File: src/hdl/aasp_pkg.sv
// shared types, constants and register codes of the activity, step and posture detector
package aasp_pkg;

  localparam int SAMPLE_BITS = 12;
  localparam int TICK_W      = 32;
  localparam int COUNT_W     = 8;
  localparam int CODE_W      = 4;
  localparam int FUNC_W      = 2;
  localparam int CFG_IDX_W   = 3;
  localparam int CFG_DATA_W  = 16;
  localparam int LIMIT_W     = 12;
  localparam int GAP_W       = 16;

  // spans are reduced in groups of this many window entries
  localparam int GROUP_N = 8;

  localparam int WINDOW_LEN_DEF     = 10;
  localparam int STEPS_TO_LATCH_DEF = 3;
  localparam int IDLE_SECONDS_DEF   = 3;

  localparam logic [FUNC_W-1:0] FUNC_PUSH        = 2'd0;
  localparam logic [FUNC_W-1:0] FUNC_PUSH_DETECT = 2'd1;
  localparam logic [FUNC_W-1:0] FUNC_DETECT      = 2'd2;

  localparam logic [CFG_IDX_W-1:0] CFG_HIGH_LIMIT = 3'd0;
  localparam logic [CFG_IDX_W-1:0] CFG_LOW_LIMIT  = 3'd1;
  localparam logic [CFG_IDX_W-1:0] CFG_RUN_DEV    = 3'd2;
  localparam logic [CFG_IDX_W-1:0] CFG_WALK_DEV   = 3'd3;
  localparam logic [CFG_IDX_W-1:0] CFG_REARM      = 3'd4;
  localparam logic [CFG_IDX_W-1:0] CFG_REST       = 3'd5;
  localparam logic [CFG_IDX_W-1:0] CFG_WALK_GAP   = 3'd6;
  localparam logic [CFG_IDX_W-1:0] CFG_RUN_GAP    = 3'd7;

  localparam logic [LIMIT_W-1:0] HIGH_LIMIT_RST = 12'd300;
  localparam logic [LIMIT_W-1:0] LOW_LIMIT_RST  = 12'd90;
  localparam logic [LIMIT_W-1:0] RUN_DEV_RST    = 12'd200;
  localparam logic [LIMIT_W-1:0] WALK_DEV_RST   = 12'd30;
  localparam logic [LIMIT_W-1:0] REARM_RST      = 12'd3;
  localparam logic [LIMIT_W-1:0] REST_RST       = 12'd127;
  localparam logic [GAP_W-1:0]   WALK_GAP_RST   = 16'd80;
  localparam logic [GAP_W-1:0]   RUN_GAP_RST    = 16'd60;

  localparam logic [CODE_W-1:0] POS_RUN       = 4'd0;
  localparam logic [CODE_W-1:0] POS_FACE_DOWN = 4'd1;
  localparam logic [CODE_W-1:0] POS_FACE_UP   = 4'd2;
  localparam logic [CODE_W-1:0] POS_LEFT      = 4'd3;
  localparam logic [CODE_W-1:0] POS_RIGHT     = 4'd4;
  localparam logic [CODE_W-1:0] POS_HEAD_UP   = 4'd5;
  localparam logic [CODE_W-1:0] POS_HEAD_DOWN = 4'd6;
  localparam logic [CODE_W-1:0] POS_LOW       = 4'd7;
  localparam logic [CODE_W-1:0] POS_HIGH      = 4'd8;
  localparam logic [CODE_W-1:0] POS_WALK      = 4'd9;

  typedef struct packed {
    logic [LIMIT_W-1:0] high_limit;
    logic [LIMIT_W-1:0] low_limit;
    logic [LIMIT_W-1:0] run_dev;
    logic [LIMIT_W-1:0] walk_dev;
    logic [LIMIT_W-1:0] rearm;
    logic [LIMIT_W-1:0] rest;
    logic [GAP_W-1:0]   walk_gap;
    logic [GAP_W-1:0]   run_gap;
  } cfg_t;

  typedef struct packed {
    logic [SAMPLE_BITS-1:0] span;
    logic [SAMPLE_BITS-1:0] mean_mag;
    logic                   mean_neg;
    logic [SAMPLE_BITS-1:0] newest;
  } lane_res_t;

  typedef struct packed {
    logic [CODE_W-1:0]  posture;
    logic               walking;
    logic               running;
    logic [COUNT_W-1:0] walk_steps;
    logic [COUNT_W-1:0] run_steps;
  } stat_t;

endpackage

File: src/hdl/aasp_if.sv
// input and result channels of the detector, valid/ready handshake
interface aasp_in_if;
  logic                                   valid;
  logic                                   ready;
  logic [aasp_pkg::FUNC_W-1:0]            func;
  logic signed [aasp_pkg::SAMPLE_BITS-1:0] accel_x;
  logic signed [aasp_pkg::SAMPLE_BITS-1:0] accel_y;
  logic signed [aasp_pkg::SAMPLE_BITS-1:0] accel_z;
  logic [aasp_pkg::TICK_W-1:0]            sample_tick;
  logic [aasp_pkg::TICK_W-1:0]            second_tick;

  modport source (
    output valid, func, accel_x, accel_y, accel_z, sample_tick, second_tick,
    input  ready
  );
  modport sink (
    input  valid, func, accel_x, accel_y, accel_z, sample_tick, second_tick,
    output ready
  );
endinterface

interface aasp_out_if;
  logic                         valid;
  logic                         ready;
  logic [aasp_pkg::CODE_W-1:0]  posture_code;
  logic                         walking;
  logic                         running;
  logic [aasp_pkg::COUNT_W-1:0] walk_steps;
  logic [aasp_pkg::COUNT_W-1:0] run_steps;

  modport source (
    output valid, posture_code, walking, running, walk_steps, run_steps,
    input  ready
  );
  modport sink (
    input  valid, posture_code, walking, running, walk_steps, run_steps,
    output ready
  );
endinterface

File: src/hdl/accel_activity_step_posture_detector.sv
// Activity, step and posture detector for three-axis accelerometer samples. Each input
// transfer pushes a sample into a per-axis window (func 0), pushes and then runs a detect
// pass (func 1), or only detects (func 2); every transfer yields one result transfer with
// the posture code, the walking/running flags and the saturating step counts. One item is
// taken at a time: a push-only item goes from accept to result load, and a detect item
// goes through accept, registered group min/max and mean multiply in each axis lane, detect
// and merge, and result load, which waits while the sink has not taken the last result.
// Window, cfg, control and detector state clear asynchronously on reset; no clearing pass.
// Configuration registers may be written whenever the block is idle.
module accel_activity_step_posture_detector #(
  parameter int WINDOW_LEN     = aasp_pkg::WINDOW_LEN_DEF,
  parameter int STEPS_TO_LATCH = aasp_pkg::STEPS_TO_LATCH_DEF,
  parameter int IDLE_SECONDS   = aasp_pkg::IDLE_SECONDS_DEF
) (
  input  logic                            clk_i,
  input  logic                            rst_ni,
  input  logic                            cfg_we_i,
  input  logic [aasp_pkg::CFG_IDX_W-1:0]  cfg_idx_i,
  input  logic [aasp_pkg::CFG_DATA_W-1:0] cfg_wdata_i,
  aasp_in_if.sink                         in_i,
  aasp_out_if.source                      out_o
);

  localparam logic [1:0] ST_IDLE   = 2'd0;
  localparam logic [1:0] ST_REDUCE = 2'd1;
  localparam logic [1:0] ST_DETECT = 2'd2;
  localparam logic [1:0] ST_OUT    = 2'd3;

  localparam int LW = aasp_pkg::LIMIT_W;

  logic [1:0]                  state_q, state_d;
  logic                        in_xfer, is_push, is_detect, out_load;
  logic [aasp_pkg::TICK_W-1:0] tick_q, sec_q;
  aasp_pkg::cfg_t              cfg_q;
  aasp_pkg::lane_res_t         res_x, res_y, res_z;
  aasp_pkg::stat_t             stat;
  logic                        out_valid_q;
  aasp_pkg::stat_t             out_q;

  assign in_i.ready = (state_q == ST_IDLE);
  assign in_xfer    = in_i.valid && in_i.ready;
  assign is_push    = (in_i.func == aasp_pkg::FUNC_PUSH)
                   || (in_i.func == aasp_pkg::FUNC_PUSH_DETECT);
  assign is_detect  = (in_i.func == aasp_pkg::FUNC_PUSH_DETECT)
                   || (in_i.func == aasp_pkg::FUNC_DETECT);
  assign out_load   = (state_q == ST_OUT) && (!out_valid_q || out_o.ready);

  always_ff @(posedge clk_i or negedge rst_ni) begin
    if (!rst_ni) begin
      cfg_q.high_limit <= aasp_pkg::HIGH_LIMIT_RST;
      cfg_q.low_limit  <= aasp_pkg::LOW_LIMIT_RST;
      cfg_q.run_dev    <= aasp_pkg::RUN_DEV_RST;
      cfg_q.walk_dev   <= aasp_pkg::WALK_DEV_RST;
      cfg_q.rearm      <= aasp_pkg::REARM_RST;
      cfg_q.rest       <= aasp_pkg::REST_RST;
      cfg_q.walk_gap   <= aasp_pkg::WALK_GAP_RST;
      cfg_q.run_gap    <= aasp_pkg::RUN_GAP_RST;
    end else if (cfg_we_i) begin
      case (cfg_idx_i)
        aasp_pkg::CFG_HIGH_LIMIT: cfg_q.high_limit <= cfg_wdata_i[LW-1:0];
        aasp_pkg::CFG_LOW_LIMIT:  cfg_q.low_limit  <= cfg_wdata_i[LW-1:0];
        aasp_pkg::CFG_RUN_DEV:    cfg_q.run_dev    <= cfg_wdata_i[LW-1:0];
        aasp_pkg::CFG_WALK_DEV:   cfg_q.walk_dev   <= cfg_wdata_i[LW-1:0];
        aasp_pkg::CFG_REARM:      cfg_q.rearm      <= cfg_wdata_i[LW-1:0];
        aasp_pkg::CFG_REST:       cfg_q.rest       <= cfg_wdata_i[LW-1:0];
        aasp_pkg::CFG_WALK_GAP:   cfg_q.walk_gap   <= cfg_wdata_i;
        aasp_pkg::CFG_RUN_GAP:    cfg_q.run_gap    <= cfg_wdata_i;
        default: ;
      endcase
    end
  end

  always_comb begin
    state_d = state_q;
    case (state_q)
      ST_IDLE: begin
        if (in_xfer) state_d = is_detect ? ST_REDUCE : ST_OUT;
      end
      ST_REDUCE: state_d = ST_DETECT;
      ST_DETECT: state_d = ST_OUT;
      ST_OUT: begin
        if (out_load) state_d = ST_IDLE;
      end
      default: state_d = ST_IDLE;
    endcase
  end

  always_ff @(posedge clk_i or negedge rst_ni) begin
    if (!rst_ni) begin
      state_q     <= ST_IDLE;
      out_valid_q <= 1'b0;
    end else begin
      state_q <= state_d;
      if (out_load) begin
        out_valid_q <= 1'b1;
      end else if (out_o.ready) begin
        out_valid_q <= 1'b0;
      end
    end
  end

  always_ff @(posedge clk_i) begin
    if (in_xfer) begin
      tick_q <= in_i.sample_tick;
      sec_q  <= in_i.second_tick;
    end
    if (out_load) out_q <= stat;
  end

  aasp_lane #(.WINDOW_LEN(WINDOW_LEN)) u_lane_x (
    .clk_i    (clk_i),
    .rst_ni   (rst_ni),
    .push_i   (in_xfer && is_push),
    .sample_i (in_i.accel_x),
    .reduce_i (state_q == ST_REDUCE),
    .res_o    (res_x)
  );

  aasp_lane #(.WINDOW_LEN(WINDOW_LEN)) u_lane_y (
    .clk_i    (clk_i),
    .rst_ni   (rst_ni),
    .push_i   (in_xfer && is_push),
    .sample_i (in_i.accel_y),
    .reduce_i (state_q == ST_REDUCE),
    .res_o    (res_y)
  );

  aasp_lane #(.WINDOW_LEN(WINDOW_LEN)) u_lane_z (
    .clk_i    (clk_i),
    .rst_ni   (rst_ni),
    .push_i   (in_xfer && is_push),
    .sample_i (in_i.accel_z),
    .reduce_i (state_q == ST_REDUCE),
    .res_o    (res_z)
  );

  aasp_detect #(
    .STEPS_TO_LATCH (STEPS_TO_LATCH),
    .IDLE_SECONDS   (IDLE_SECONDS)
  ) u_detect (
    .clk_i    (clk_i),
    .rst_ni   (rst_ni),
    .detect_i (state_q == ST_DETECT),
    .cfg_i    (cfg_q),
    .tick_i   (tick_q),
    .sec_i    (sec_q),
    .res_x_i  (res_x),
    .res_y_i  (res_y),
    .res_z_i  (res_z),
    .stat_o   (stat)
  );

  assign out_o.valid        = out_valid_q;
  assign out_o.posture_code = out_q.posture;
  assign out_o.walking      = out_q.walking;
  assign out_o.running      = out_q.running;
  assign out_o.walk_steps   = out_q.walk_steps;
  assign out_o.run_steps    = out_q.run_steps;

`ifndef ASSERT_OFF
  reduce_then_detect_a: assert property (@(posedge clk_i) disable iff (!rst_ni)
    (state_q == ST_REDUCE) |=> (state_q == ST_DETECT))
    else $error("reduce stage not followed by detect");

  detect_item_path_a: assert property (@(posedge clk_i) disable iff (!rst_ni)
    (in_xfer && is_detect) |=> (state_q == ST_REDUCE))
    else $error("detect item skipped the reduce stage");

  push_item_path_a: assert property (@(posedge clk_i) disable iff (!rst_ni)
    (in_xfer && !is_detect) |=> (state_q == ST_OUT))
    else $error("push-only item did not go straight to result load");

  load_sets_valid_a: assert property (@(posedge clk_i) disable iff (!rst_ni)
    out_load |=> (out_valid_q && (out_q == $past(stat))))
    else $error("result register not loaded from detector state");
`endif

endmodule

File: src/hdl/aasp_lane.sv
// one axis lane: sample window, running sum, grouped min/max and truncated mean
module aasp_lane #(
  parameter int WINDOW_LEN = aasp_pkg::WINDOW_LEN_DEF
) (
  input  logic                             clk_i,
  input  logic                             rst_ni,
  input  logic                             push_i,
  input  logic [aasp_pkg::SAMPLE_BITS-1:0] sample_i,
  input  logic                             reduce_i,
  output aasp_pkg::lane_res_t              res_o
);

  localparam int SB     = aasp_pkg::SAMPLE_BITS;
  localparam int IDX_W  = $clog2(WINDOW_LEN);
  localparam int SUM_W  = SB + IDX_W;
  localparam int MEAN_K = SUM_W + IDX_W;
  localparam int MEAN_M = ((1 << MEAN_K) + WINDOW_LEN - 1) / WINDOW_LEN;
  localparam int PROD_W = 2 * SUM_W + 1;
  localparam int NGRP   = (WINDOW_LEN + aasp_pkg::GROUP_N - 1) / aasp_pkg::GROUP_N;

  logic [SB-1:0]        win_q [WINDOW_LEN];
  logic [SUM_W-1:0]     sum_q, sum_d;
  logic [SUM_W-1:0]     sum_abs;
  logic [PROD_W-1:0]    prod;
  logic [SB-1:0]        mean_mag_q;
  logic                 mean_neg_q;
  logic signed [SB-1:0] grp_hi_d [NGRP];
  logic signed [SB-1:0] grp_lo_d [NGRP];
  logic signed [SB-1:0] grp_hi_q [NGRP];
  logic signed [SB-1:0] grp_lo_q [NGRP];
  logic signed [SB-1:0] hi, lo;
  logic [SB:0]          span_full;

  assign sum_d = sum_q + {{IDX_W{sample_i[SB-1]}}, sample_i}
                       - {{IDX_W{win_q[0][SB-1]}}, win_q[0]};

  always_ff @(posedge clk_i or negedge rst_ni) begin
    if (!rst_ni) begin
      for (int i = 0; i < WINDOW_LEN; i++) win_q[i] <= '0;
      sum_q <= '0;
    end else if (push_i) begin
      for (int i = 0; i < WINDOW_LEN - 1; i++) win_q[i] <= win_q[i+1];
      win_q[WINDOW_LEN-1] <= sample_i;
      sum_q <= sum_d;
    end
  end

  // each group scans at most GROUP_N entries
  always_comb begin
    for (int g = 0; g < NGRP; g++) begin
      grp_hi_d[g] = $signed(win_q[g*aasp_pkg::GROUP_N]);
      grp_lo_d[g] = $signed(win_q[g*aasp_pkg::GROUP_N]);
      for (int j = 1; j < aasp_pkg::GROUP_N; j++) begin
        if (g*aasp_pkg::GROUP_N + j < WINDOW_LEN) begin
          if ($signed(win_q[g*aasp_pkg::GROUP_N + j]) > grp_hi_d[g]) begin
            grp_hi_d[g] = $signed(win_q[g*aasp_pkg::GROUP_N + j]);
          end
          if ($signed(win_q[g*aasp_pkg::GROUP_N + j]) < grp_lo_d[g]) begin
            grp_lo_d[g] = $signed(win_q[g*aasp_pkg::GROUP_N + j]);
          end
        end
      end
    end
  end

  // mean magnitude = floor(|sum| / WINDOW_LEN) by reciprocal multiply, exact for this range
  assign sum_abs = sum_q[SUM_W-1] ? (~sum_q + {{(SUM_W-1){1'b0}}, 1'b1}) : sum_q;
  assign prod    = PROD_W'(sum_abs) * PROD_W'(MEAN_M);

  always_ff @(posedge clk_i) begin
    if (reduce_i) begin
      for (int g = 0; g < NGRP; g++) begin
        grp_hi_q[g] <= grp_hi_d[g];
        grp_lo_q[g] <= grp_lo_d[g];
      end
      mean_mag_q <= prod[MEAN_K +: SB];
      mean_neg_q <= sum_q[SUM_W-1];
    end
  end

  always_comb begin
    hi = grp_hi_q[0];
    lo = grp_lo_q[0];
    for (int g = 1; g < NGRP; g++) begin
      if (grp_hi_q[g] > hi) hi = grp_hi_q[g];
      if (grp_lo_q[g] < lo) lo = grp_lo_q[g];
    end
  end

  assign span_full = {hi[SB-1], hi} - {lo[SB-1], lo};

  assign res_o.span     = span_full[SB-1:0];
  assign res_o.mean_mag = mean_mag_q;
  // a mean truncated to zero is not negative
  assign res_o.mean_neg = mean_neg_q && (|mean_mag_q);
  assign res_o.newest   = win_q[WINDOW_LEN-1];

endmodule

File: src/hdl/aasp_detect.sv
// merge of the three lanes: activity class, step detectors, walk/run latch and posture
module aasp_detect #(
  parameter int STEPS_TO_LATCH = aasp_pkg::STEPS_TO_LATCH_DEF,
  parameter int IDLE_SECONDS   = aasp_pkg::IDLE_SECONDS_DEF
) (
  input  logic                        clk_i,
  input  logic                        rst_ni,
  input  logic                        detect_i,
  input  aasp_pkg::cfg_t              cfg_i,
  input  logic [aasp_pkg::TICK_W-1:0] tick_i,
  input  logic [aasp_pkg::TICK_W-1:0] sec_i,
  input  aasp_pkg::lane_res_t         res_x_i,
  input  aasp_pkg::lane_res_t         res_y_i,
  input  aasp_pkg::lane_res_t         res_z_i,
  output aasp_pkg::stat_t             stat_o
);

  localparam int SB = aasp_pkg::SAMPLE_BITS;
  localparam int TW = aasp_pkg::TICK_W;
  localparam logic [aasp_pkg::COUNT_W-1:0] LATCH_N = aasp_pkg::COUNT_W'(STEPS_TO_LATCH);
  localparam logic [TW-1:0] IDLE_N = TW'(IDLE_SECONDS);

  logic [aasp_pkg::CODE_W-1:0]  posture_q, posture_d;
  logic                         high_q, high_d, low_q, low_d;
  logic                         walk_armed_q, walk_armed_d, run_armed_q, run_armed_d;
  logic                         walking_q, walking_d, running_q, running_d;
  logic [aasp_pkg::COUNT_W-1:0] walk_cnt_q, walk_cnt_d, run_cnt_q, run_cnt_d;
  logic [TW-1:0]                last_walk_q, last_walk_d, last_run_q, last_run_d;
  logic [TW-1:0]                last_motion_q, last_motion_d;
  logic                         idle_q, idle_d, walk_en_q, walk_en_d;

  logic        any_high, any_low;
  logic [SB:0] dev, adev;
  logic        dev_low, run_hit, walk_hit;
  logic        run_gap_ok, walk_gap_ok, idle_expire, step_seen;
  logic [TW-1:0] run_diff, walk_diff, sec_diff;

  assign any_high = (res_x_i.span > cfg_i.high_limit) || (res_y_i.span > cfg_i.high_limit)
                 || (res_z_i.span > cfg_i.high_limit);
  assign any_low  = (res_x_i.span > cfg_i.low_limit) || (res_y_i.span > cfg_i.low_limit)
                 || (res_z_i.span > cfg_i.low_limit);

  assign dev      = {res_x_i.newest[SB-1], res_x_i.newest} - {cfg_i.rest[SB-1], cfg_i.rest};
  assign adev     = dev[SB] ? (~dev + {{SB{1'b0}}, 1'b1}) : dev;
  assign dev_low  = $signed(dev) <= $signed({cfg_i.rearm[SB-1], cfg_i.rearm});
  assign run_hit  = adev > {1'b0, cfg_i.run_dev};
  assign walk_hit = adev > {1'b0, cfg_i.walk_dev};

  // tick differences wrap modulo 2^32
  assign run_diff    = tick_i - last_run_q;
  assign walk_diff   = tick_i - last_walk_q;
  assign sec_diff    = sec_i - last_motion_q;
  assign run_gap_ok  = run_diff > TW'(cfg_i.run_gap);
  assign walk_gap_ok = walk_diff > TW'(cfg_i.walk_gap);
  assign idle_expire = sec_diff > IDLE_N;

  always_comb begin
    posture_d     = posture_q;
    high_d        = high_q;
    low_d         = low_q;
    walk_armed_d  = walk_armed_q;
    run_armed_d   = run_armed_q;
    walking_d     = walking_q;
    running_d     = running_q;
    walk_cnt_d    = walk_cnt_q;
    run_cnt_d     = run_cnt_q;
    last_walk_d   = last_walk_q;
    last_run_d    = last_run_q;
    last_motion_d = last_motion_q;
    idle_d        = idle_q;
    walk_en_d     = walk_en_q;
    step_seen     = 1'b0;
    if (detect_i) begin
      // activity class, frozen while walking or running
      if (!running_q && !walking_q) begin
        if (any_high) begin
          low_d     = 1'b0;
          high_d    = 1'b1;
          posture_d = aasp_pkg::POS_HIGH;
        end else if (any_low) begin
          if (!high_q) begin
            low_d     = 1'b1;
            high_d    = 1'b0;
            posture_d = aasp_pkg::POS_LOW;
          end
        end else begin
          low_d  = 1'b0;
          high_d = 1'b0;
        end
      end

      // running step
      if (run_hit && !run_armed_q) begin
        if (run_gap_ok) begin
          if (run_cnt_q != '1) run_cnt_d = run_cnt_q + 1'b1;
          idle_d        = 1'b0;
          last_motion_d = sec_i;
          walk_en_d     = 1'b0;
          step_seen     = 1'b1;
        end
        run_armed_d = 1'b1;
        last_run_d  = tick_i;
        if (walk_armed_q) begin
          walk_armed_d = 1'b0;
          walk_cnt_d   = '0;
        end
      end else if (dev_low) begin
        run_armed_d = 1'b0;
      end

      // walking step, sees the run detector's updates
      if (walk_en_d) begin
        if (walk_hit && !walk_armed_d) begin
          if (walk_gap_ok) begin
            if (walk_cnt_d != '1) walk_cnt_d = walk_cnt_d + 1'b1;
            idle_d        = 1'b0;
            last_motion_d = sec_i;
            step_seen     = 1'b1;
          end
          walk_armed_d = 1'b1;
          last_walk_d  = tick_i;
        end else if (dev_low) begin
          walk_armed_d = 1'b0;
        end
      end

      if (walk_cnt_d >= LATCH_N && !walking_d) begin
        walking_d = 1'b1;
        posture_d = aasp_pkg::POS_WALK;
        if (running_d) begin
          running_d = 1'b0;
          run_cnt_d = '0;
        end
      end else if (walk_cnt_d < LATCH_N && walking_d) begin
        walking_d = 1'b0;
      end else if (run_cnt_d >= LATCH_N && !running_d) begin
        running_d = 1'b1;
        posture_d = aasp_pkg::POS_RUN;
        if (walking_d) begin
          walking_d  = 1'b0;
          walk_cnt_d = '0;
        end
      end else if (run_cnt_d < LATCH_N && running_d) begin
        running_d = 1'b0;
      end

      // a step this pass moves the motion mark to now, so no timeout then
      if (idle_expire && !step_seen && !idle_d) begin
        walking_d  = 1'b0;
        walk_cnt_d = '0;
        running_d  = 1'b0;
        run_cnt_d  = '0;
        idle_d     = 1'b1;
        walk_en_d  = 1'b1;
      end

      // still: posture from the axis with the strictly largest mean magnitude
      if (!high_d && !low_d && !running_d && !walking_d) begin
        if (res_z_i.mean_mag > res_x_i.mean_mag && res_z_i.mean_mag > res_y_i.mean_mag) begin
          posture_d = res_z_i.mean_neg ? aasp_pkg::POS_FACE_DOWN : aasp_pkg::POS_FACE_UP;
        end else if (res_y_i.mean_mag > res_z_i.mean_mag
                     && res_y_i.mean_mag > res_x_i.mean_mag) begin
          posture_d = res_y_i.mean_neg ? aasp_pkg::POS_LEFT : aasp_pkg::POS_RIGHT;
        end else if (res_x_i.mean_mag > res_z_i.mean_mag
                     && res_x_i.mean_mag > res_y_i.mean_mag) begin
          posture_d = res_x_i.mean_neg ? aasp_pkg::POS_HEAD_DOWN : aasp_pkg::POS_HEAD_UP;
        end
      end
    end
  end

  always_ff @(posedge clk_i or negedge rst_ni) begin
    if (!rst_ni) begin
      posture_q     <= aasp_pkg::POS_HEAD_UP;
      high_q        <= 1'b0;
      low_q         <= 1'b0;
      walk_armed_q  <= 1'b0;
      run_armed_q   <= 1'b0;
      walking_q     <= 1'b0;
      running_q     <= 1'b0;
      walk_cnt_q    <= '0;
      run_cnt_q     <= '0;
      last_walk_q   <= '0;
      last_run_q    <= '0;
      last_motion_q <= '0;
      idle_q        <= 1'b1;
      walk_en_q     <= 1'b1;
    end else begin
      posture_q     <= posture_d;
      high_q        <= high_d;
      low_q         <= low_d;
      walk_armed_q  <= walk_armed_d;
      run_armed_q   <= run_armed_d;
      walking_q     <= walking_d;
      running_q     <= running_d;
      walk_cnt_q    <= walk_cnt_d;
      run_cnt_q     <= run_cnt_d;
      last_walk_q   <= last_walk_d;
      last_run_q    <= last_run_d;
      last_motion_q <= last_motion_d;
      idle_q        <= idle_d;
      walk_en_q     <= walk_en_d;
    end
  end

  assign stat_o.posture    = posture_q;
  assign stat_o.walking    = walking_q;
  assign stat_o.running    = running_q;
  assign stat_o.walk_steps = walk_cnt_q;
  assign stat_o.run_steps  = run_cnt_q;

`ifndef ASSERT_OFF
  walk_run_exclusive_a: assert property (@(posedge clk_i) disable iff (!rst_ni)
    !(walking_q && running_q))
    else $error("walking and running latched together");

  walking_count_a: assert property (@(posedge clk_i) disable iff (!rst_ni)
    walking_q |-> (walk_cnt_q >= LATCH_N))
    else $error("walking latched below step threshold");

  running_count_a: assert property (@(posedge clk_i) disable iff (!rst_ni)
    running_q |-> (run_cnt_q >= LATCH_N))
    else $error("running latched below step threshold");

  idle_walk_en_a: assert property (@(posedge clk_i) disable iff (!rst_ni)
    idle_q |-> walk_en_q)
    else $error("idle with walk detector disabled");
`endif

endmodule
File: src/flat_wrapper.sv
// flat-port wrapper written by rule: the top's interface ports become plain ports
module accel_activity_step_posture_detector_flat 
#(
  parameter int WINDOW_LEN     = aasp_pkg::WINDOW_LEN_DEF,
  parameter int STEPS_TO_LATCH = aasp_pkg::STEPS_TO_LATCH_DEF,
  parameter int IDLE_SECONDS   = aasp_pkg::IDLE_SECONDS_DEF
)
  (clk_i, rst_ni, cfg_we_i, cfg_idx_i, cfg_wdata_i, in_i_valid, in_i_func, in_i_accel_x, in_i_accel_y, in_i_accel_z, in_i_sample_tick, in_i_second_tick, in_i_ready, out_o_valid, out_o_posture_code, out_o_walking, out_o_running, out_o_walk_steps, out_o_run_steps, out_o_ready);
  aasp_in_if in_i_i ();
  aasp_out_if out_o_i ();
  input  logic clk_i;
  input  logic rst_ni;
  input  logic cfg_we_i;
  input  logic [aasp_pkg::CFG_IDX_W-1:0] cfg_idx_i;
  input  logic [aasp_pkg::CFG_DATA_W-1:0] cfg_wdata_i;
  input wire logic [$bits(in_i_i.valid)-1:0] in_i_valid;
  input wire logic [$bits(in_i_i.func)-1:0] in_i_func;
  input wire logic [$bits(in_i_i.accel_x)-1:0] in_i_accel_x;
  input wire logic [$bits(in_i_i.accel_y)-1:0] in_i_accel_y;
  input wire logic [$bits(in_i_i.accel_z)-1:0] in_i_accel_z;
  input wire logic [$bits(in_i_i.sample_tick)-1:0] in_i_sample_tick;
  input wire logic [$bits(in_i_i.second_tick)-1:0] in_i_second_tick;
  output wire logic [$bits(in_i_i.ready)-1:0] in_i_ready;
  output wire logic [$bits(out_o_i.valid)-1:0] out_o_valid;
  output wire logic [$bits(out_o_i.posture_code)-1:0] out_o_posture_code;
  output wire logic [$bits(out_o_i.walking)-1:0] out_o_walking;
  output wire logic [$bits(out_o_i.running)-1:0] out_o_running;
  output wire logic [$bits(out_o_i.walk_steps)-1:0] out_o_walk_steps;
  output wire logic [$bits(out_o_i.run_steps)-1:0] out_o_run_steps;
  input wire logic [$bits(out_o_i.ready)-1:0] out_o_ready;
  assign in_i_i.valid = in_i_valid;
  assign in_i_i.func = in_i_func;
  assign in_i_i.accel_x = in_i_accel_x;
  assign in_i_i.accel_y = in_i_accel_y;
  assign in_i_i.accel_z = in_i_accel_z;
  assign in_i_i.sample_tick = in_i_sample_tick;
  assign in_i_i.second_tick = in_i_second_tick;
  assign in_i_ready = in_i_i.ready;
  assign out_o_valid = out_o_i.valid;
  assign out_o_posture_code = out_o_i.posture_code;
  assign out_o_walking = out_o_i.walking;
  assign out_o_running = out_o_i.running;
  assign out_o_walk_steps = out_o_i.walk_steps;
  assign out_o_run_steps = out_o_i.run_steps;
  assign out_o_i.ready = out_o_ready;
  accel_activity_step_posture_detector #(.WINDOW_LEN(WINDOW_LEN), .STEPS_TO_LATCH(STEPS_TO_LATCH), .IDLE_SECONDS(IDLE_SECONDS)) u_core (.clk_i(clk_i), .rst_ni(rst_ni), .cfg_we_i(cfg_we_i), .cfg_idx_i(cfg_idx_i), .cfg_wdata_i(cfg_wdata_i), .in_i(in_i_i), .out_o(out_o_i));
endmodule
File: config.mk
export PLATFORM = sky130hd
export DESIGN_NAME = accel_activity_step_posture_detector_flat
export DESIGN_NICKNAME = d
export VERILOG_FILES = /design/src/hdl/aasp_pkg.sv /design/src/hdl/aasp_if.sv /design/src/hdl/accel_activity_step_posture_detector.sv /design/src/hdl/aasp_lane.sv /design/src/hdl/aasp_detect.sv /design/src/flat_wrapper.sv
export SDC_FILE = /design/constraint.sdc
export NUM_CORES = 2
export LEC_CHECK = 0
export BUFFER_PORTS_ARGS = -buffer_cell sky130_fd_sc_hd__buf_2
export CORE_MARGIN = 2
export CORE_UTILIZATION = 65
export DETAILED_ROUTE_END_ITERATION = 10
export PLACE_DENSITY = 0.91
export SYNTH_ARGS = -nofsm -noshare
export SYNTH_HDL_FRONTEND = slang
export SYNTH_SLANG_ARGS = --single-unit
File: constraint.sdc
create_clock -name clk_i -period 21 [get_ports clk_i]
set_clock_uncertainty 0.2 [all_clocks]
set_input_delay 3.15 -clock clk_i [delete_from_list [all_inputs] [get_ports clk_i]]
set_output_delay 3.15 -clock clk_i [all_outputs]
set_load 0.02 [all_outputs]
# ---- Word-level counts from Yosys, hierarchy flattened
# Memories as Yosys holds them, arrays and structs flattened.
# Index checks and enable logic that the tools add are counted.
dict set report totals {
  ff_bits 764
  mem_bits_rw 144
  word_cells 403
  n_memories 6
}
# memory words width rd rd_ports_with_merged_regs write_ports line
set memory_table {}
lappend memory_table {u_core.u_lane_x.grp_hi_q 2 12 2 0 2 aasp_lane.sv:29} ;# logic signed [SB-1:0] grp_hi_q [NGRP];
lappend memory_table {u_core.u_lane_x.grp_lo_q 2 12 2 0 2 aasp_lane.sv:30} ;# logic signed [SB-1:0] grp_lo_q [NGRP];
lappend memory_table {u_core.u_lane_y.grp_hi_q 2 12 2 0 2 aasp_lane.sv:29}
lappend memory_table {u_core.u_lane_y.grp_lo_q 2 12 2 0 2 aasp_lane.sv:30}
lappend memory_table {u_core.u_lane_z.grp_hi_q 2 12 2 0 2 aasp_lane.sv:29}
lappend memory_table {u_core.u_lane_z.grp_lo_q 2 12 2 0 2 aasp_lane.sv:30}
dict set report classes {
  addsub 19
  n_mul 3
  magnitude_cmp 76
  n_eq_ne 16
  n_mux 150
  bitwise_logic 4
  reduce_logical 59
}
# cell count
set ops {}
lappend ops {{2-to-1 mux 12 bit} 54}
lappend ops {{greater-than comparator 12 bit} 39}
lappend ops {{less-than comparator 12 bit} 27}
lappend ops {{2-to-1 mux 32 bit} 5}
lappend ops {{2-to-1 mux 8 bit} 20}
lappend ops {{subtractor 32 bit} 3}
lappend ops {{multiplier 16 x 16 -> 31 bit (second input constant)} 3}
lappend ops {{greater-than comparator 32 x 16 -> 1 bit} 2}
lappend ops {{2-to-1 mux 1 bit} 49}
lappend ops {{adder 16 x 1 -> 16 bit (second input constant)} 3}
lappend ops {{adder 16 bit} 3}
lappend ops {{2-to-1 mux 16 bit} 3}
lappend ops {{NOT 16 bit} 3}
lappend ops {{subtractor 16 bit} 3}
lappend ops {{2-to-1 mux 4 bit} 11}
lappend ops {{OR reduction 12 bit} 3}
lappend ops {{subtractor 12 bit} 3}
lappend ops {{greater-than comparator 32 x 2 -> 1 bit (second input constant)} 1}
lappend ops {{greater-than comparator 13 x 12 -> 1 bit} 2}
lappend ops {{AND reduction 2 bit} 11}
lappend ops {{logical AND 1 bit} 21}
lappend ops {{adder 8 x 1 -> 8 bit (second input constant)} 2}
lappend ops {{>= comparator 8 x 2 -> 1 bit (second input constant)} 2}
lappend ops {{less-than comparator 8 x 2 -> 1 bit (second input constant)} 2}
lappend ops {{other kinds (22)} 52}

# ---- Logic depth before layout (Yosys ltp)
dict set report logic_depth {
  word_depth 24
  mapped_depth 94
}

# ---- Cells and area by module
# A second synthesis with hierarchy kept.
dict set report unflattened {
  cells_unflattened 8983
  hier_area_um2 84920.2
}
# mod n_inst cells_per_inst area_per_inst_um2
set modules_own_cells {}
lappend modules_own_cells {{aasp_lane (u_core.u_lane_z)} 1 2202 20684.8}
lappend modules_own_cells {{aasp_lane (u_core.u_lane_x)} 1 2149 20158.1}
lappend modules_own_cells {{aasp_lane (u_core.u_lane_y)} 1 2156 20084.3}
lappend modules_own_cells {aasp_detect 1 2137 17165.2}
lappend modules_own_cells {accel_activity_step_posture_detector 1 339 6827.8}

# ---- Worst setup path before layout
# Ideal clock, no wire load.
dict set report synth_timing {
  path_kind {register to register}
  start {register u_core.u_lane_y.win_q[119] (netlist bit)}
  end {memory u_core.u_lane_y.grp_hi_q[0][11] (netlist bit) (data pin)}
  arrival_time_ns 15.891
  required_ns 20.541
  slack_ns 4.650
  stages_incl_launch_ff 90
  path_cell_list {dfrtp_1 inv_1 ha_1 nand4_2 o21bai_2 o21ai_1 nand3_1 and2_1 clkbuf_1 nand2_1 clkbuf_1 mux2i_1 ha_1 and4_1 and3_1 o2111ai_1 o2111a_1 o21bai_2 [54 not listed] o21a_1 o21ai_0 nand2b_1 a21oi_1 nor2b_1 o21ai_0 nand2b_1 a21oi_1 nor2b_1 o21ai_0 nand2_1 o311ai_0 o21ai_0 clkbuf_1 clkbuf_1 nand2_1 o31ai_1 a211o_1}
}
# item line
set synth_lines {}
lappend synth_lines {{start, declared} aasp_lane.sv:21} ;# logic [SB-1:0] win_q [WINDOW_LEN];
lappend synth_lines {{start signal, assigned by index} aasp_lane.sv:43} ;# win_q[WINDOW_LEN-1] <= sample_i;
lappend synth_lines {{end, declared} aasp_lane.sv:29}

==> summary.md <==
| Metric | Value |
|---|---|
| Count of unresolved DRC violations after routing | 0 |
| Placer congestion estimate | 0.990 |
| Pins Over Slew Limit | 0 |
| Asr flop ratio synth | 0.704 |
| Global-route wire length before repair | 357 mm |
| Share of layout cells above drive strength 1 | 0.108 |
| Drt pass-1 iters | 9 |
| Detailed placement HPWL | 167 mm |
| Highest net fanout along the worst path | 21 |
| Class of the tightest hold or removal check | reg2reg |
| GRT Util Overall | 0.338 |
| Required time reported for the critical path endpoint | between 20 and 25 ns |
| Number of antenna violations at the first check in global routing | 6 |
| Startpoint class of the critical path | register |
| Worst setup path class | reg2reg |
| Global routing's busiest layer | met2 |
| RSZ-0062 raised after global routing | false |
| Number of hold buffers added after cts | 0 |
| Initial Util | 0.656 |
| Post-detailed-route via-to-cell ratio | 6.32 |
| Met3 track utilization from global routing | 0.0502 |
| Final total negative setup slack | 0 ns |
| Slew at the pin closest to its max-slew limit | 1.32 ns |
| Cells on Worst Hold Path | 0 |
| Hold violation count in the final report | 0 |
| Vias in the first global route | 68,900 |
| Register bit count reported by yosys | 908 |
| Number of clock buffers inserted by TritonCTS | 102 |
| Core Region | between 100,000 and 150,000 um2 |
| Largest buffer count on any clock path | 3 |
| Total nets after synthesis | ~10,000 |
| Syn Area/Cell | between 9 and 10 um2 |
| Die ar. | ~130,000 um2 |
| Yosys Warn Count | 0 |
| Fin nets | 10,600 |
| Met1 layer usage reported by global route | 0.422 |
| Fraction of the cycle the final worst path needs | 0.927 |
| Met2 track utilization from global routing | 0.574 |
| Site row count | 130 |
| Wirelength per Cell | slightly above 20 um |
| Netlist cell types | 119 |
| Clock Root Buffer | clkbuf_16 |
| Die Wd | approximately 360 um |
| Maximum clock frequency | around 0.051 GHz |
| CTS tree | built |
| Floorplan die height | 360 um |
| Number of ports placed on the die boundary | 150 |
| Arrival time of data at the critical path endpoint | 19.74 ns |
| Via total after detailed routing | 67,100 |
| Status | complete, no violations |
| Post-synth EDFFs | roughly 270 |
| Sequential fraction of the synthesis area | 0.292 |
| Remaining number of nets flagged by the antenna check after routing | 0 |
| Minimum period implied by the final worst setup slack | around 19 ns |
| Cell area after technology mapping | 82,500 um2 |
| Aggregate global routing overflow | 0 |
| Top_reg_cell synth | dfrtp_1 |
| CTS sink cnt | 908 |
| Leading area contributor after synthesis | ha_1 |
| Number of post-CTS setup repair buffers | 0 |
| Final number of setup-violating endpoints | 0 |
| Max-cap violation count | 0 |
| # H-tree levels | 3 |
| Count of fill cells added during filler insertion | around 8,700 |
| Clock latency at the later pin of the worst-skew pair | 0.75 ns |
| Clk pin slew, worst setup/hold paths | approximately 0.060 ns |
| Commonest non-fill, non-tap cells in the layout | 1,345 x inv_1, 1,277 x ha_1, 675 x o21ai_0 |
| Relative slew margins | 0.119 |
| Maximum number of pins on one net before global-route repair | approximately 220 |
| Depth of the worst register-to-register path | 85 |
| WL final | 221 mm |
| Nature of the critical path endpoint | register |
| Cells after synthesis | 8,790 |
| Proportion of netlist area held by the largest area contributor | 0.194 |
| Buffers on Ports | 149 |
| Area growth syn-to-layout | 7.42% |
| Most common cell after layout, fill and taps aside | inv_1 |
| Area contributors post-synth | ha_1 19%, dfrtp_1 18%, edfxtp_1 9.8% |
| Critical Path Max Stage Delay | between 0.6 and 0.7 ns |
| First-iteration detailed-routing DRC count | 6,025 |
| Cell type of the slowest stage on the worst timing path | and2_1 |
layer usage:
layer  wire length, um  part of all wire
met4             11700             0.053
met5                55           0.00025
met3             14700             0.067
met2            106000              0.48
met1             88000              0.40
final timing paths:
path / from / endpoint / slack [ns]
setup / recovery: u_core.u_lane_y.win_q[119]$_DFFE_PN0P_ / u_core.u_lane_y.grp_hi_q[0][0]$_DFFE_PN_ / 1.53
hold / removal: u_core.u_detect.posture_q[3]$_DFFE_PN0P_ / u_core.out_o.posture_code[3]$_DFFE_PP_ / 0.29
min in group asynchronous: rst_ni / u_core.u_lane_y.win_q[88]$_DFFE_PN0P_ / 2.22
hold reg to reg: u_core.u_detect.posture_q[3]$_DFFE_PN0P_ / u_core.out_o.posture_code[3]$_DFFE_PP_ / 0.29
setup reg to reg: u_core.u_lane_y.win_q[119]$_DFFE_PN0P_ / u_core.u_lane_y.grp_hi_q[0][0]$_DFFE_PN_ / 1.53
max in group asynchronous: rst_ni / u_core.u_lane_x.win_q[103]$_DFFE_PN0P_ / 15.09
cell families after synthesis:
| family | share of synthesized area |
|---|---|
| and+or+nand+nor | 0.113 |
| buffers and inverters | 0.0716 |
| adders and majority gates | 0.266 |
| muxes | 0.0890 |
| xor gates and xnor gates | 0.0246 |
| DFF | 0.292 |
| AOI/OAI and AO/OA | 0.144 |
sequential cells by signal, indices dropped and copies added, names as in the netlist, 32 cells and up:
signal and count:
u_core.u_detect.last_motion_q 32, u_core.u_lane_x.win_q 108, u_core.u_detect.last_walk_q 32, u_core.sec_q 32, u_core.tick_q 32, u_core.u_lane_y.win_q 108
u_core.u_detect.last_run_q 32, u_core.cfg_q 104, u_core.u_lane_z.win_q 108
metrics by stage:
step                      cell area (um2)  hold WS [ns]  std cells  setup WS [ns]  utilization
after detailed placement            85000         0.270      10400           1.66        0.676
after global placement              85000         0.267      10400           1.95        0.676
after floorplan                     82500         0.223       8790           4.65            -
final                               88600         0.292      10600           1.53        0.705
after CTS                           88600         0.284      10600           1.53        0.705
after global routing                88600         0.299      10600         0.0120        0.705
cells in the mapped netlist (all sizes together) (45+ instances only):
master	count
edfxtp	269
o21ai	710
fa	295
nand3	95
a21o	158
ha	1278
o21a	79
nor3	114
dfrtp	605
clkbuf	185
nand2b	116
mux2i	193
inv	1345
nor2b	154
xor2	52
nor2	469
nand4	133
a21oi	540
xnor2	180
o21bai	45
and3	45
nand2	596
mux2	477
critical path: cells and delay by family (launching register included):
family / cells / cell delay [ns]
simple gates: 30 / 6.34
compound gates: 36 / 7.09
buf+inv: 8 / 1.40
mux: 4 / 1.37
flops: 1 / 0.58
fa+ha+maj: 7 / 2.19
cell type report:
cell class              count  area (um2)  area share
multi-input cells        6320       52600       0.593
repair buffers            197        1150      0.0130
well taps                1650        2060      0.0233
clock buffers             126        2810      0.0317
clock inverters            67         855     0.00964
diodes                      4        10.0    0.000113
flip-flops and latches    908       24100       0.272
inverters                1346        5050      0.0570
what timing repair did:
item / in CTS / in global routing
setup endpoints to repair: 0 / 12
resized for setup: 0 / 1
endpoints found under the hold margin: 0 / 0
Power is not shown: default switching activity piles up to over one toggle a cycle in this logic, so the estimate is an artifact.
